<file path="config.mk">
export PLATFORM = sky130hd
export DESIGN_NAME = joystick_axis_conditioner_core
export DESIGN_NICKNAME = d
export VERILOG_FILES = /design/src/rtl/jac_pkg.sv /design/src/rtl/jac_divider.sv /design/src/rtl/jac_datapath.sv /design/src/rtl/jac_ctrl.sv /design/src/rtl/joystick_axis_conditioner_core.sv
export SDC_FILE = /design/constraint.sdc
export NUM_CORES = 1
export LEC_CHECK = 0
export ABC_AREA = 1
export BUFFER_PORTS_ARGS = -buffer_cell sky130_fd_sc_hd__buf_2
export CAP_MARGIN = 20
export CORE_ASPECT_RATIO = 0.5
export CORE_MARGIN = 4
export CORE_UTILIZATION = 65
export DETAILED_ROUTE_END_ITERATION = 16
export GPL_TIMING_DRIVEN = 0
export PLACE_DENSITY = 0.83
export SYNTH_ARGS = -nofsm -noshare
export SYNTH_HDL_FRONTEND = slang
export SYNTH_HIERARCHICAL = 1
export SYNTH_SLANG_ARGS = --single-unit
</file>
<file path="constraint.sdc">
create_clock -name clock -period 13.9 [get_ports clock]
set_input_delay 2.085 -clock clock [delete_from_list [all_inputs] [get_ports clock]]
set_output_delay 2.085 -clock clock [all_outputs]
set_load 0.005 [all_outputs]
</file>
<file path="src/rtl/jac_pkg.sv">
// Shared constants, codes and control types for the joystick axis conditioner.
`timescale 1ns / 1ps

package jac_pkg;

   // ADC and arithmetic widths.
   localparam int ADC_BITS   = 12;
   localparam int ADC_TOP    = (1 << ADC_BITS) - 1;
   localparam int ADC_MID    = ADC_TOP / 2;
   localparam int PERMILLE   = 1000;
   localparam int PERMILLE_W = 10;
   localparam int DB_W       = 11;
   localparam int FS_W       = 15;
   localparam int POS_W      = 16;
   localparam int FAULT_W    = 2;
   localparam int FUNC_W     = 2;

   // Signed edge values need room for center plus or minus the dead band.
   localparam int SPAN_W = ((ADC_BITS > DB_W) ? ADC_BITS : DB_W) + 2;
   localparam int EDGE_W = SPAN_W + 1;

   // Shared divider: two quotient bits per cycle.
   localparam int DVD_W     = 26;
   localparam int DVS_W     = SPAN_W;
   localparam int DIV_STEPS = 2;
   localparam int DIV_ITER  = DVD_W / DIV_STEPS;
   localparam int DIV_CNT_W = $clog2(DIV_ITER);

   // Stream and register port widths.
   localparam int REQ_W      = 16;
   localparam int RSP_W      = 56;
   localparam int CSR_IDX_W  = 3;
   localparam int CSR_DATA_W = 16;

   // Item function codes.
   localparam logic [FUNC_W-1:0] FUNC_SAMPLE    = 2'd0;
   localparam logic [FUNC_W-1:0] FUNC_CAL_START = 2'd1;
   localparam logic [FUNC_W-1:0] FUNC_CAL_END   = 2'd2;

   // Fault codes.
   localparam logic [FAULT_W-1:0] FAULT_NONE          = 2'd0;
   localparam logic [FAULT_W-1:0] FAULT_NOT_INSTALLED = 2'd1;
   localparam logic [FAULT_W-1:0] FAULT_BATTERY       = 2'd2;
   localparam logic [FAULT_W-1:0] FAULT_GROUND        = 2'd3;

   // Configuration register indexes.
   localparam logic [CSR_IDX_W-1:0] CSR_INSTALLED  = 3'd0;
   localparam logic [CSR_IDX_W-1:0] CSR_BAT_LEVEL  = 3'd1;
   localparam logic [CSR_IDX_W-1:0] CSR_GND_LEVEL  = 3'd2;
   localparam logic [CSR_IDX_W-1:0] CSR_DEAD_BAND  = 3'd3;
   localparam logic [CSR_IDX_W-1:0] CSR_FULL_SCALE = 3'd4;

   // Configuration reset values.
   localparam logic [ADC_BITS-1:0] RST_BAT_LEVEL  = ADC_BITS'(3900);
   localparam logic [ADC_BITS-1:0] RST_GND_LEVEL  = ADC_BITS'(100);
   localparam logic [DB_W-1:0]     RST_DEAD_BAND  = DB_W'(100);
   localparam logic [FS_W-1:0]     RST_FULL_SCALE = FS_W'(1000);

   // Commands from the controller to the datapath.
   typedef struct packed {
      logic capture;
      logic prep;
      logic ratio;
      logic square;
      logic scale;
      logic finish;
      logic publish;
   } cmd_type;

   // Status from the datapath to the controller.
   typedef struct packed {
      logic compute;
      logic skip;
      logic saturated;
      logic div_done;
   } sts_type;

endpackage

</file>
<file path="src/rtl/jac_divider.sv">
// Iterative unsigned restoring divider, two quotient bits per cycle.
`timescale 1ns / 1ps

module jac_divider (
   input  logic                        clock,
   input  logic                        reset,
   input  logic                        start,
   input  logic [jac_pkg::DVD_W-1:0]   dividend,
   input  logic [jac_pkg::DVS_W-1:0]   divisor,
   output logic                        done,
   output logic [jac_pkg::DVD_W-1:0]   quotient
);
   import jac_pkg::*;

   logic [DVS_W:0]     rem_ff, rem_in;
   logic [DVD_W-1:0]   quo_ff, quo_in;
   logic [DVS_W-1:0]   dvs_ff;
   logic [DIV_CNT_W-1:0] cnt_ff;
   logic               busy_ff;
   logic               done_ff;

   // Shift in dividend bits and subtract the divisor where it fits.
   always_comb begin
      rem_in = rem_ff;
      quo_in = quo_ff;
      for (int i = 0; i < DIV_STEPS; i++) begin
         rem_in = {rem_in[DVS_W-1:0], quo_in[DVD_W-1]};
         quo_in = {quo_in[DVD_W-2:0], 1'b0};
         if (rem_in >= {1'b0, dvs_ff}) begin
            rem_in    = rem_in - {1'b0, dvs_ff};
            quo_in[0] = 1'b1;
         end
      end
   end

   // Iteration registers.
   always_ff @(posedge clock) begin
      if (start) begin
         rem_ff <= '0;
         quo_ff <= dividend;
         dvs_ff <= divisor;
      end else if (busy_ff) begin
         rem_ff <= rem_in;
         quo_ff <= quo_in;
      end
   end

   // Iteration count and completion pulse.
   always_ff @(posedge clock) begin
      if (reset) begin
         busy_ff <= 1'b0;
         done_ff <= 1'b0;
         cnt_ff  <= '0;
      end else begin
         done_ff <= 1'b0;
         if (start) begin
            busy_ff <= 1'b1;
            cnt_ff  <= DIV_CNT_W'(DIV_ITER - 1);
         end else if (busy_ff) begin
            cnt_ff <= cnt_ff - 1'b1;
            if (cnt_ff == '0) begin
               busy_ff <= 1'b0;
               done_ff <= 1'b1;
            end
         end
      end
   end

   assign done     = done_ff;
   assign quotient = quo_ff;

   // A new division is only started when the unit is free.
   assert property (@(posedge clock) disable iff (reset) start |-> !busy_ff)
      else $error("divider started while busy");

   // The last iteration is followed by the completion pulse.
   assert property (@(posedge clock) disable iff (reset)
      busy_ff && (cnt_ff == '0) && !start |=> done_ff)
      else $error("divider completion pulse missing");

endmodule

</file>
<file path="src/rtl/jac_datapath.sv">
// Datapath: configuration, calibration state, deflection arithmetic and result word.
`timescale 1ns / 1ps

module jac_datapath (
   input  logic                             clock,
   input  logic                             reset,
   input  logic                             csr_valid,
   input  logic [jac_pkg::CSR_IDX_W-1:0]    csr_index,
   input  logic [jac_pkg::CSR_DATA_W-1:0]   csr_data,
   input  logic [jac_pkg::FUNC_W-1:0]       req_tuser,
   input  logic [jac_pkg::REQ_W-1:0]        req_tdata,
   input  jac_pkg::cmd_type                 cmd,
   output jac_pkg::sts_type                 sts,
   output logic [jac_pkg::RSP_W-1:0]        rsp_tdata
);
   import jac_pkg::*;

   // Configuration registers.
   logic                 installed_ff;
   logic [ADC_BITS-1:0]  bat_level_ff;
   logic [ADC_BITS-1:0]  gnd_level_ff;
   logic [DB_W-1:0]      dead_band_ff;
   logic [FS_W-1:0]      full_scale_ff;

   // Calibration and held result state.
   logic [ADC_BITS-1:0]  cal_low_ff, cal_low_in;
   logic [ADC_BITS-1:0]  cal_high_ff, cal_high_in;
   logic [ADC_BITS-1:0]  cal_center_ff, cal_center_in;
   logic                 calibrating_ff, calibrating_in;
   logic [POS_W-1:0]     held_position_ff, held_position_in;
   logic [FAULT_W-1:0]   held_fault_ff, held_fault_in;

   // Working registers for the current word.
   logic [FUNC_W-1:0]        func_ff;
   logic [ADC_BITS-1:0]      sample_ff;
   logic [ADC_BITS-1:0]      v_ff, v_in;
   logic signed [EDGE_W-1:0] up_ff, up_in;
   logic signed [EDGE_W-1:0] dn_ff, dn_in;
   logic                     neg_ff;
   logic                     sat_ff;
   logic [RSP_W-1:0]         rsp_data_ff;

   logic                     over_bat;
   logic                     under_gnd;
   logic signed [EDGE_W-1:0] v_s;
   logic signed [EDGE_W-1:0] span_s;
   logic [DVS_W-1:0]         span_mag;
   logic [ADC_BITS-1:0]      num;
   logic                     upper;
   logic                     lower;
   logic [PERMILLE_W-1:0]    ratio_q;
   logic [PERMILLE_W-1:0]    mag;
   logic [POS_W-1:0]         pos_mag;
   logic                     div_start;
   logic [DVD_W-1:0]         div_dividend;
   logic [DVS_W-1:0]         div_divisor;
   logic                     div_done;
   logic [DVD_W-1:0]         div_quo;

   // Configuration writes; indexes beyond the list are ignored.
   always_ff @(posedge clock) begin
      if (reset) begin
         installed_ff  <= 1'b1;
         bat_level_ff  <= RST_BAT_LEVEL;
         gnd_level_ff  <= RST_GND_LEVEL;
         dead_band_ff  <= RST_DEAD_BAND;
         full_scale_ff <= RST_FULL_SCALE;
      end else if (csr_valid) begin
         case (csr_index)
            CSR_INSTALLED:  installed_ff  <= csr_data[0];
            CSR_BAT_LEVEL:  bat_level_ff  <= csr_data[ADC_BITS-1:0];
            CSR_GND_LEVEL:  gnd_level_ff  <= csr_data[ADC_BITS-1:0];
            CSR_DEAD_BAND:  dead_band_ff  <= csr_data[DB_W-1:0];
            CSR_FULL_SCALE: full_scale_ff <= csr_data[FS_W-1:0];
            default: ;
         endcase
      end
   end

   // Fault checks on the captured sample.
   assign over_bat  = sample_ff > bat_level_ff;
   assign under_gnd = sample_ff < gnd_level_ff;

   assign sts.compute = (func_ff == FUNC_SAMPLE) && installed_ff && !over_bat && !under_gnd &&
                        !calibrating_ff;

   // Clamp to the learned range and form both dead band edges.
   always_comb begin
      if (sample_ff < cal_low_ff) begin
         v_in = cal_low_ff;
      end else if (sample_ff > cal_high_ff) begin
         v_in = cal_high_ff;
      end else begin
         v_in = sample_ff;
      end
      up_in = $signed(EDGE_W'(cal_center_ff)) + $signed(EDGE_W'(dead_band_ff));
      dn_in = $signed(EDGE_W'(cal_center_ff)) - $signed(EDGE_W'(dead_band_ff));
   end

   // Side selection, deflection numerator and span magnitude.
   always_comb begin
      v_s   = $signed(EDGE_W'(v_ff));
      upper = v_s > up_ff;
      lower = v_s < dn_ff;
      if (upper) begin
         num    = ADC_BITS'(v_s - up_ff);
         span_s = $signed(EDGE_W'(cal_high_ff)) - up_ff;
      end else begin
         num    = ADC_BITS'(dn_ff - v_s);
         span_s = $signed(EDGE_W'(cal_low_ff)) - dn_ff;
      end
      if (span_s[EDGE_W-1]) begin
         span_mag = DVS_W'(-span_s);
      end else begin
         span_mag = DVS_W'(span_s);
      end
   end

   assign sts.skip = !(upper || lower) || (span_s == '0);

   // A ratio above 1000 squares past the cap, so only the saturation matters.
   assign sts.saturated = div_quo >= DVD_W'(PERMILLE + 1);
   assign ratio_q       = div_quo[PERMILLE_W-1:0];
   assign mag           = sat_ff ? PERMILLE_W'(PERMILLE) : div_quo[PERMILLE_W-1:0];
   assign pos_mag       = div_quo[POS_W-1:0];

   // Divider operand selection for the three divisions of a deflection.
   always_comb begin
      div_start    = 1'b0;
      div_dividend = '0;
      div_divisor  = DVS_W'(PERMILLE);
      if (cmd.ratio) begin
         div_start    = !sts.skip;
         div_dividend = DVD_W'(num) * DVD_W'(PERMILLE);
         div_divisor  = span_mag;
      end else if (cmd.square) begin
         div_start    = !sts.saturated;
         div_dividend = DVD_W'(ratio_q) * DVD_W'(ratio_q);
      end else if (cmd.scale) begin
         div_start    = 1'b1;
         div_dividend = DVD_W'(mag) * DVD_W'(full_scale_ff);
      end
   end

   jac_divider u_divider (
      .clock    (clock),
      .reset    (reset),
      .start    (div_start),
      .dividend (div_dividend),
      .divisor  (div_divisor),
      .done     (div_done),
      .quotient (div_quo)
   );

   assign sts.div_done = div_done;

   // Next values of the calibration and held result state.
   always_comb begin
      cal_low_in       = cal_low_ff;
      cal_high_in      = cal_high_ff;
      cal_center_in    = cal_center_ff;
      calibrating_in   = calibrating_ff;
      held_position_in = held_position_ff;
      held_fault_in    = held_fault_ff;
      if (cmd.prep) begin
         case (func_ff)
            FUNC_SAMPLE: begin
               if (!installed_ff) begin
                  held_position_in = '0;
                  held_fault_in    = FAULT_NOT_INSTALLED;
                  cal_low_in       = '0;
                  cal_high_in      = ADC_BITS'(ADC_TOP);
                  cal_center_in    = ADC_BITS'(ADC_MID);
               end else if (over_bat) begin
                  held_position_in = '0;
                  held_fault_in    = FAULT_BATTERY;
               end else if (under_gnd) begin
                  held_position_in = '0;
                  held_fault_in    = FAULT_GROUND;
               end else begin
                  held_fault_in = FAULT_NONE;
                  if (calibrating_ff) begin
                     // Calibration widens the learned range.
                     held_position_in = '0;
                     if (sample_ff > cal_high_ff) begin
                        cal_high_in = sample_ff;
                     end
                     if (sample_ff < cal_low_ff) begin
                        cal_low_in = sample_ff;
                     end
                  end
               end
            end
            FUNC_CAL_START: begin
               if (installed_ff) begin
                  if (!calibrating_ff) begin
                     cal_low_in    = ADC_BITS'(ADC_MID);
                     cal_high_in   = ADC_BITS'(ADC_MID);
                     cal_center_in = sample_ff;
                  end
                  calibrating_in = 1'b1;
               end
            end
            FUNC_CAL_END: begin
               calibrating_in = 1'b0;
            end
            default: ;
         endcase
      end
      if (cmd.ratio && sts.skip) begin
         held_position_in = '0;
      end
      if (cmd.finish) begin
         held_position_in = neg_ff ? -pos_mag : pos_mag;
      end
   end

   // State registers.
   always_ff @(posedge clock) begin
      if (reset) begin
         cal_low_ff       <= '0;
         cal_high_ff      <= ADC_BITS'(ADC_TOP);
         cal_center_ff    <= ADC_BITS'(ADC_MID);
         calibrating_ff   <= 1'b0;
         held_position_ff <= '0;
         held_fault_ff    <= FAULT_NONE;
      end else begin
         cal_low_ff       <= cal_low_in;
         cal_high_ff      <= cal_high_in;
         cal_center_ff    <= cal_center_in;
         calibrating_ff   <= calibrating_in;
         held_position_ff <= held_position_in;
         held_fault_ff    <= held_fault_in;
      end
   end

   // Working registers for the word in flight.
   always_ff @(posedge clock) begin
      if (cmd.capture) begin
         func_ff   <= req_tuser;
         sample_ff <= req_tdata[ADC_BITS-1:0];
      end
      if (cmd.prep) begin
         v_ff  <= v_in;
         up_ff <= up_in;
         dn_ff <= dn_in;
      end
      if (cmd.ratio) begin
         neg_ff <= !upper;
      end
      if (cmd.square) begin
         sat_ff <= sts.saturated;
      end
      if (cmd.publish) begin
         rsp_data_ff <= {1'b0, cal_center_ff, cal_high_ff, cal_low_ff, calibrating_ff,
                         held_fault_ff, held_position_ff};
      end
   end

   assign rsp_tdata = rsp_data_ff;

   // Any fault leaves the held position at zero.
   assert property (@(posedge clock) disable iff (reset)
      (held_fault_ff != FAULT_NONE) |-> (held_position_ff == '0))
      else $error("nonzero position held together with a fault");

endmodule

</file>
<file path="src/rtl/jac_ctrl.sv">
// Controller: sequences each word through the datapath and owns both handshakes.
`timescale 1ns / 1ps

module jac_ctrl (
   input  logic              clock,
   input  logic              reset,
   input  logic              req_tvalid,
   output logic              req_tready,
   output logic              rsp_tvalid,
   input  logic              rsp_tready,
   output jac_pkg::cmd_type  cmd,
   input  jac_pkg::sts_type  sts
);
   import jac_pkg::*;

   typedef enum logic [3:0] {
      ST_IDLE,
      ST_PREP,
      ST_RATIO,
      ST_DIV_RATIO,
      ST_SQUARE,
      ST_DIV_SQUARE,
      ST_SCALE,
      ST_DIV_SCALE,
      ST_FINISH,
      ST_OUTPUT
   } state_type;

   state_type state_ff;
   logic      rsp_valid_ff;

   assign req_tready = (state_ff == ST_IDLE);
   assign rsp_tvalid = rsp_valid_ff;

   // Datapath commands decoded from the state.
   always_comb begin
      cmd         = '0;
      cmd.capture = (state_ff == ST_IDLE) && req_tvalid;
      cmd.prep    = (state_ff == ST_PREP);
      cmd.ratio   = (state_ff == ST_RATIO);
      cmd.square  = (state_ff == ST_SQUARE);
      cmd.scale   = (state_ff == ST_SCALE);
      cmd.finish  = (state_ff == ST_FINISH);
      cmd.publish = (state_ff == ST_OUTPUT) && (!rsp_valid_ff || rsp_tready);
   end

   // State and result valid flag.
   always_ff @(posedge clock) begin
      if (reset) begin
         state_ff     <= ST_IDLE;
         rsp_valid_ff <= 1'b0;
      end else begin
         // A published word raises valid; an accepted word clears it.
         if (cmd.publish) begin
            rsp_valid_ff <= 1'b1;
         end else if (rsp_tready) begin
            rsp_valid_ff <= 1'b0;
         end
         case (state_ff)
            ST_IDLE: begin
               if (req_tvalid) begin
                  state_ff <= ST_PREP;
               end
            end
            ST_PREP: begin
               state_ff <= sts.compute ? ST_RATIO : ST_OUTPUT;
            end
            ST_RATIO: begin
               state_ff <= sts.skip ? ST_OUTPUT : ST_DIV_RATIO;
            end
            ST_DIV_RATIO: begin
               if (sts.div_done) begin
                  state_ff <= ST_SQUARE;
               end
            end
            ST_SQUARE: begin
               state_ff <= sts.saturated ? ST_SCALE : ST_DIV_SQUARE;
            end
            ST_DIV_SQUARE: begin
               if (sts.div_done) begin
                  state_ff <= ST_SCALE;
               end
            end
            ST_SCALE: begin
               state_ff <= ST_DIV_SCALE;
            end
            ST_DIV_SCALE: begin
               if (sts.div_done) begin
                  state_ff <= ST_FINISH;
               end
            end
            ST_FINISH: begin
               state_ff <= ST_OUTPUT;
            end
            ST_OUTPUT: begin
               if (!rsp_valid_ff || rsp_tready) begin
                  state_ff <= ST_IDLE;
               end
            end
            default: begin
               state_ff <= ST_IDLE;
            end
         endcase
      end
   end

   // An accepted word always goes to the preparation step.
   assert property (@(posedge clock) disable iff (reset)
      req_tvalid && req_tready |=> state_ff == ST_PREP)
      else $error("accepted word did not enter preparation");

   // At most one datapath command is active at a time.
   assert property (@(posedge clock) disable iff (reset) $onehot0(cmd))
      else $error("overlapping datapath commands");

   // Division results only arrive while the controller waits for them.
   assert property (@(posedge clock) disable iff (reset)
      sts.div_done |-> (state_ff == ST_DIV_RATIO || state_ff == ST_DIV_SQUARE ||
                        state_ff == ST_DIV_SCALE))
      else $error("division completed outside a wait state");

endmodule

</file>
<file path="src/rtl/joystick_axis_conditioner_core.sv">
// Top level of the joystick axis conditioner.
// A deflection outside the dead band passes through the shared divider three times (twice
// when the ratio saturates) before its result is valid; a dead band or zero span sample
// and a fault or command word bypass the divider.
// Throughput: one word in flight; the next is accepted in the cycle after the result is
// registered, which may still wait for the consumer. Reset is synchronous and active high.
`timescale 1ns / 1ps

module joystick_axis_conditioner_core (
   input  logic                             clock,
   input  logic                             reset,
   // Input words.
   input  logic                             req_tvalid,
   output logic                             req_tready,
   input  logic [jac_pkg::REQ_W-1:0]        req_tdata,   // sample[11:0], zero padding
   input  logic [jac_pkg::FUNC_W-1:0]       req_tuser,   // func[1:0]
   // Result words.
   output logic                             rsp_tvalid,
   input  logic                             rsp_tready,
   output logic [jac_pkg::RSP_W-1:0]        rsp_tdata,   // position[15:0], fault[17:16],
                                                         // in_calibration[18],
                                                         // learned_min[30:19],
                                                         // learned_max[42:31],
                                                         // learned_middle[54:43], pad[55]
   // Configuration writes.
   input  logic                             csr_valid,
   output logic                             csr_ready,
   input  logic [jac_pkg::CSR_IDX_W-1:0]    csr_index,
   input  logic [jac_pkg::CSR_DATA_W-1:0]   csr_data
);
   import jac_pkg::*;

   cmd_type cmd;
   sts_type sts;

   // Configuration writes are always taken.
   assign csr_ready = 1'b1;

   jac_ctrl u_ctrl (
      .clock      (clock),
      .reset      (reset),
      .req_tvalid (req_tvalid),
      .req_tready (req_tready),
      .rsp_tvalid (rsp_tvalid),
      .rsp_tready (rsp_tready),
      .cmd        (cmd),
      .sts        (sts)
   );

   jac_datapath u_datapath (
      .clock     (clock),
      .reset     (reset),
      .csr_valid (csr_valid),
      .csr_index (csr_index),
      .csr_data  (csr_data),
      .req_tuser (req_tuser),
      .req_tdata (req_tdata),
      .cmd       (cmd),
      .sts       (sts),
      .rsp_tdata (rsp_tdata)
   );

endmodule
</file>
==> results_dict.tcl <==
set metrics [dict create \
    cts_setup_buffers 0 \
    cts_max_path_buffers 3 \
    wl_met2_um 33800 \
    cpMaxStageDelayCell "o21ai_0" \
    io_buffer_count 93 \
    crit_end "u_datapath/u_divider/quotient[19]$_DFFE_PP_" \
    first_global_vias 23900 \
    firstDrtPassIters 6 \
    tightest_slew_ns 1.11 \
    io_pins 101 \
    rows 53 \
    wl_met3_um 8420 \
    dp_hpwl_um 63800 \
    crit_top_cell "nand2_1" \
    grt_util_all_layers 0.332 \
    wire_per_inst_um 17.7 \
    cts.sinks 279 \
    reg2reg_from "u_datapath/v_ff[10]$_DFFE_PP_" \
    drc 0 \
    muxShareOfSynthArea 0.000356 \
    critical_path.max_fanout 10 \
    synth_top_area_cell "edfxtp_1" \
    final.min_clock_period_ns 7.55 \
    overflow 0 \
    startpoint "u_datapath/v_ff[10]$_DFFE_PP_" \
    synth_compound_area_frac 0.122 \
    clock_latency_ns 0.59 \
    rsz0062_at_grt "false" \
    reg2reg_to "u_datapath/u_divider/quotient[19]$_DFFE_PP_" \
    slew_viol_final 0 \
    async_flop_share 0 \
    core_area_um2 42300 \
    floorplan.initialDensity 0.664 \
    final_antenna_net_count 0 \
    cts_buffers 27 \
    start_kind "flop" \
    grt_pass1_wl_um 124000 \
    final_common_cell "nand2_1" \
    yosys_most_used_dff "edfxtp_1" \
    synth_top_family_by_area "adder cells" \
    drv_cap 0 \
    synth.avg_cell_area_um2 7.61 \
    max_freq_mhz 132 \
    ctsHtreeMaxLevel 1 \
    arrival_ns 8.00 \
    cts_tree "yes" \
    whs_ns 0.432 \
    synthTopCellsByArea "edfxtp_1 16%, ha_1 14%, fa_1 14%" \
    ctsHoldBuffers 0 \
    syn_to_final_growth_pct 8.46 \
    synthAdderAreaFrac 0.276 \
    worstSetupPathType "flop to flop" \
    drt-total-wl_um 78400 \
    fp.dieArea_um2 46800 \
    synth_top_area_share 0.158 \
    top_layer "met4" \
    finClkSkew_ns 0.0189 \
    reg2regPathDepth 30 \
    grt_antenna_before_repair 1 \
    postSynthCellCount 3688 \
    cts_resized 0 \
    drive_above_1_share 0.0729 \
    nNetsFinal 4368 \
    via_per_inst 5.72 \
    synth_xor_area_frac 0.0256 \
    die-width_um 302 \
    final_cell_mix "816 x nand2_1, 672 x inv_1, 314 x ha_1, 301 x a21oi_1, 277 x nor2_1" \
    globalplace.congestion 1.01 \
    clockRootBuffer "clkbuf_16" \
    reg2reg_slack_ns 6.35 \
    hold_viol_final 0 \
    fin_ws_ns 6.35 \
    setup_tns_ns 0 \
    yosysSeqAreaShare 0.252 \
    setup_violations 0 \
    synth_seq_cells 279 \
    cp-end-kind "flop" \
    max_slew_margin 0.262 \
    dieHeight_um 155 \
    synth_edf_count 148 \
    status "complete, no violations" \
    max_stage_delay_ns 0.77 \
    clk_pin_slew_ns 0.07 \
    netlist_area_um2 28100 \
    ys_warn_count 6 \
    holdCritPathClass "flop to flop" \
    synth_cell_types 62 \
    num_vias 25300 \
    crit_required_ns 14.35 \
    synth_simple_gate_area_frac 0.215 \
    finalCritPeriodShare 0.543 \
    dpl_worst_slack_ns 6.51 \
    drt-met1-wl_um 34200 \
    first_iter_violations 2857 \
    grt_max_degree 38 \
]
==> through the flow <==
step	instance area, µm²	std cells	util
5_1_grt	30500	4419	0.720
2_1_floorplan	28100	3690	-
3_5_place_dp	29400	4368	0.695
6_report	30500	4420	0.720
3_3_place_gp	29300	4360	0.692
4_1_cts	30400	4418	0.720
==> synth_stat cells, types with 19 or more instances <==
cell type	n
o211ai_1	26
inv_1	672
ha_1	314
xor2_1	47
nor3_1	45
edfxtp_1	148
xnor2_1	35
o21ai_0	199
nand2_2	21
fa_1	191
a21oi_1	301
dfxtp_1	131
nor2_1	278
nand3_2	19
nand3_1	133
nand4_1	36
nand2_1	816
clkbuf_1	70
==> cell type report <==
class,instances,area (µm²)
multi-input combinational,2622,18000
fill,3458,11900
sequential,279,7070
inverter,694,2610
clock buffer,30,729
tap,577,722
timing repair buffer,102,576
buffer,95,443
clock inverter,20,327
antenna,1,2.50
==> worst min path at each step <==
stage	startpoint	endpoint	slack [ns]	cells after the start
after floorplan	u_datapath/held_fault_ff[1]$_SDFFE_PP0P_	u_datapath/rsp_tdata[17]$_DFFE_PP_	0.40	0
after global placement	u_datapath/held_position_ff[11]$_SDFFE_PP0P_	u_datapath/rsp_tdata[11]$_DFFE_PP_	0.41	0
after detailed placement	u_datapath/held_position_ff[11]$_SDFFE_PP0P_	u_datapath/rsp_tdata[11]$_DFFE_PP_	0.42	0
after CTS	u_datapath/held_position_ff[11]$_SDFFE_PP0P_	u_datapath/rsp_tdata[11]$_DFFE_PP_	0.43	0
after global routing	u_datapath/held_fault_ff[1]$_SDFFE_PP0P_	u_datapath/rsp_tdata[17]$_DFFE_PP_	0.44	0
final	u_datapath/held_position_ff[11]$_SDFFE_PP0P_	u_datapath/rsp_tdata[11]$_DFFE_PP_	0.43	0
==> critical path: cells and delay by family (launching register included) <==
kind            cells  cell delay [ns]
compound gates      4             1.75
xor+xnor            1             0.14
fa+ha+maj           6             2.85
buf+inv             6             0.98
flops               1             0.46
simple gates       13             1.19
==> sequential cells by signal (all words and copies together), names as in the netlist, 13 cells and up <==
signal	count
u_datapath/rsp_tdata	55
u_datapath/u_divider/quotient	26
u_datapath/held_position_ff	16
u_datapath/full_scale_ff	15
u_datapath/u_divider/dvs_ff	14
u_datapath/u_divider/rem_ff	14
u_datapath/up_ff	13
==> per-layer routing <==
metal / GRT usage / up-vias
met1: 0.482 / 11800
li1: - / 12100
met4: 0.0800 / 0
met3: 0.0601 / 150
met5: 0 / -
met2: 0.518 / 1197
==> cells by family after synthesis <==
kind of cell	count (synthesis)
buf+inv	789
fa+ha+maj	505
other cells	2
mux	1
flops	279
xor+xnor	82
compound gates	621
simple gates	1409
Power is not shown: default switching activity piles up to over one toggle a cycle in this logic, so the estimate is an artifact.
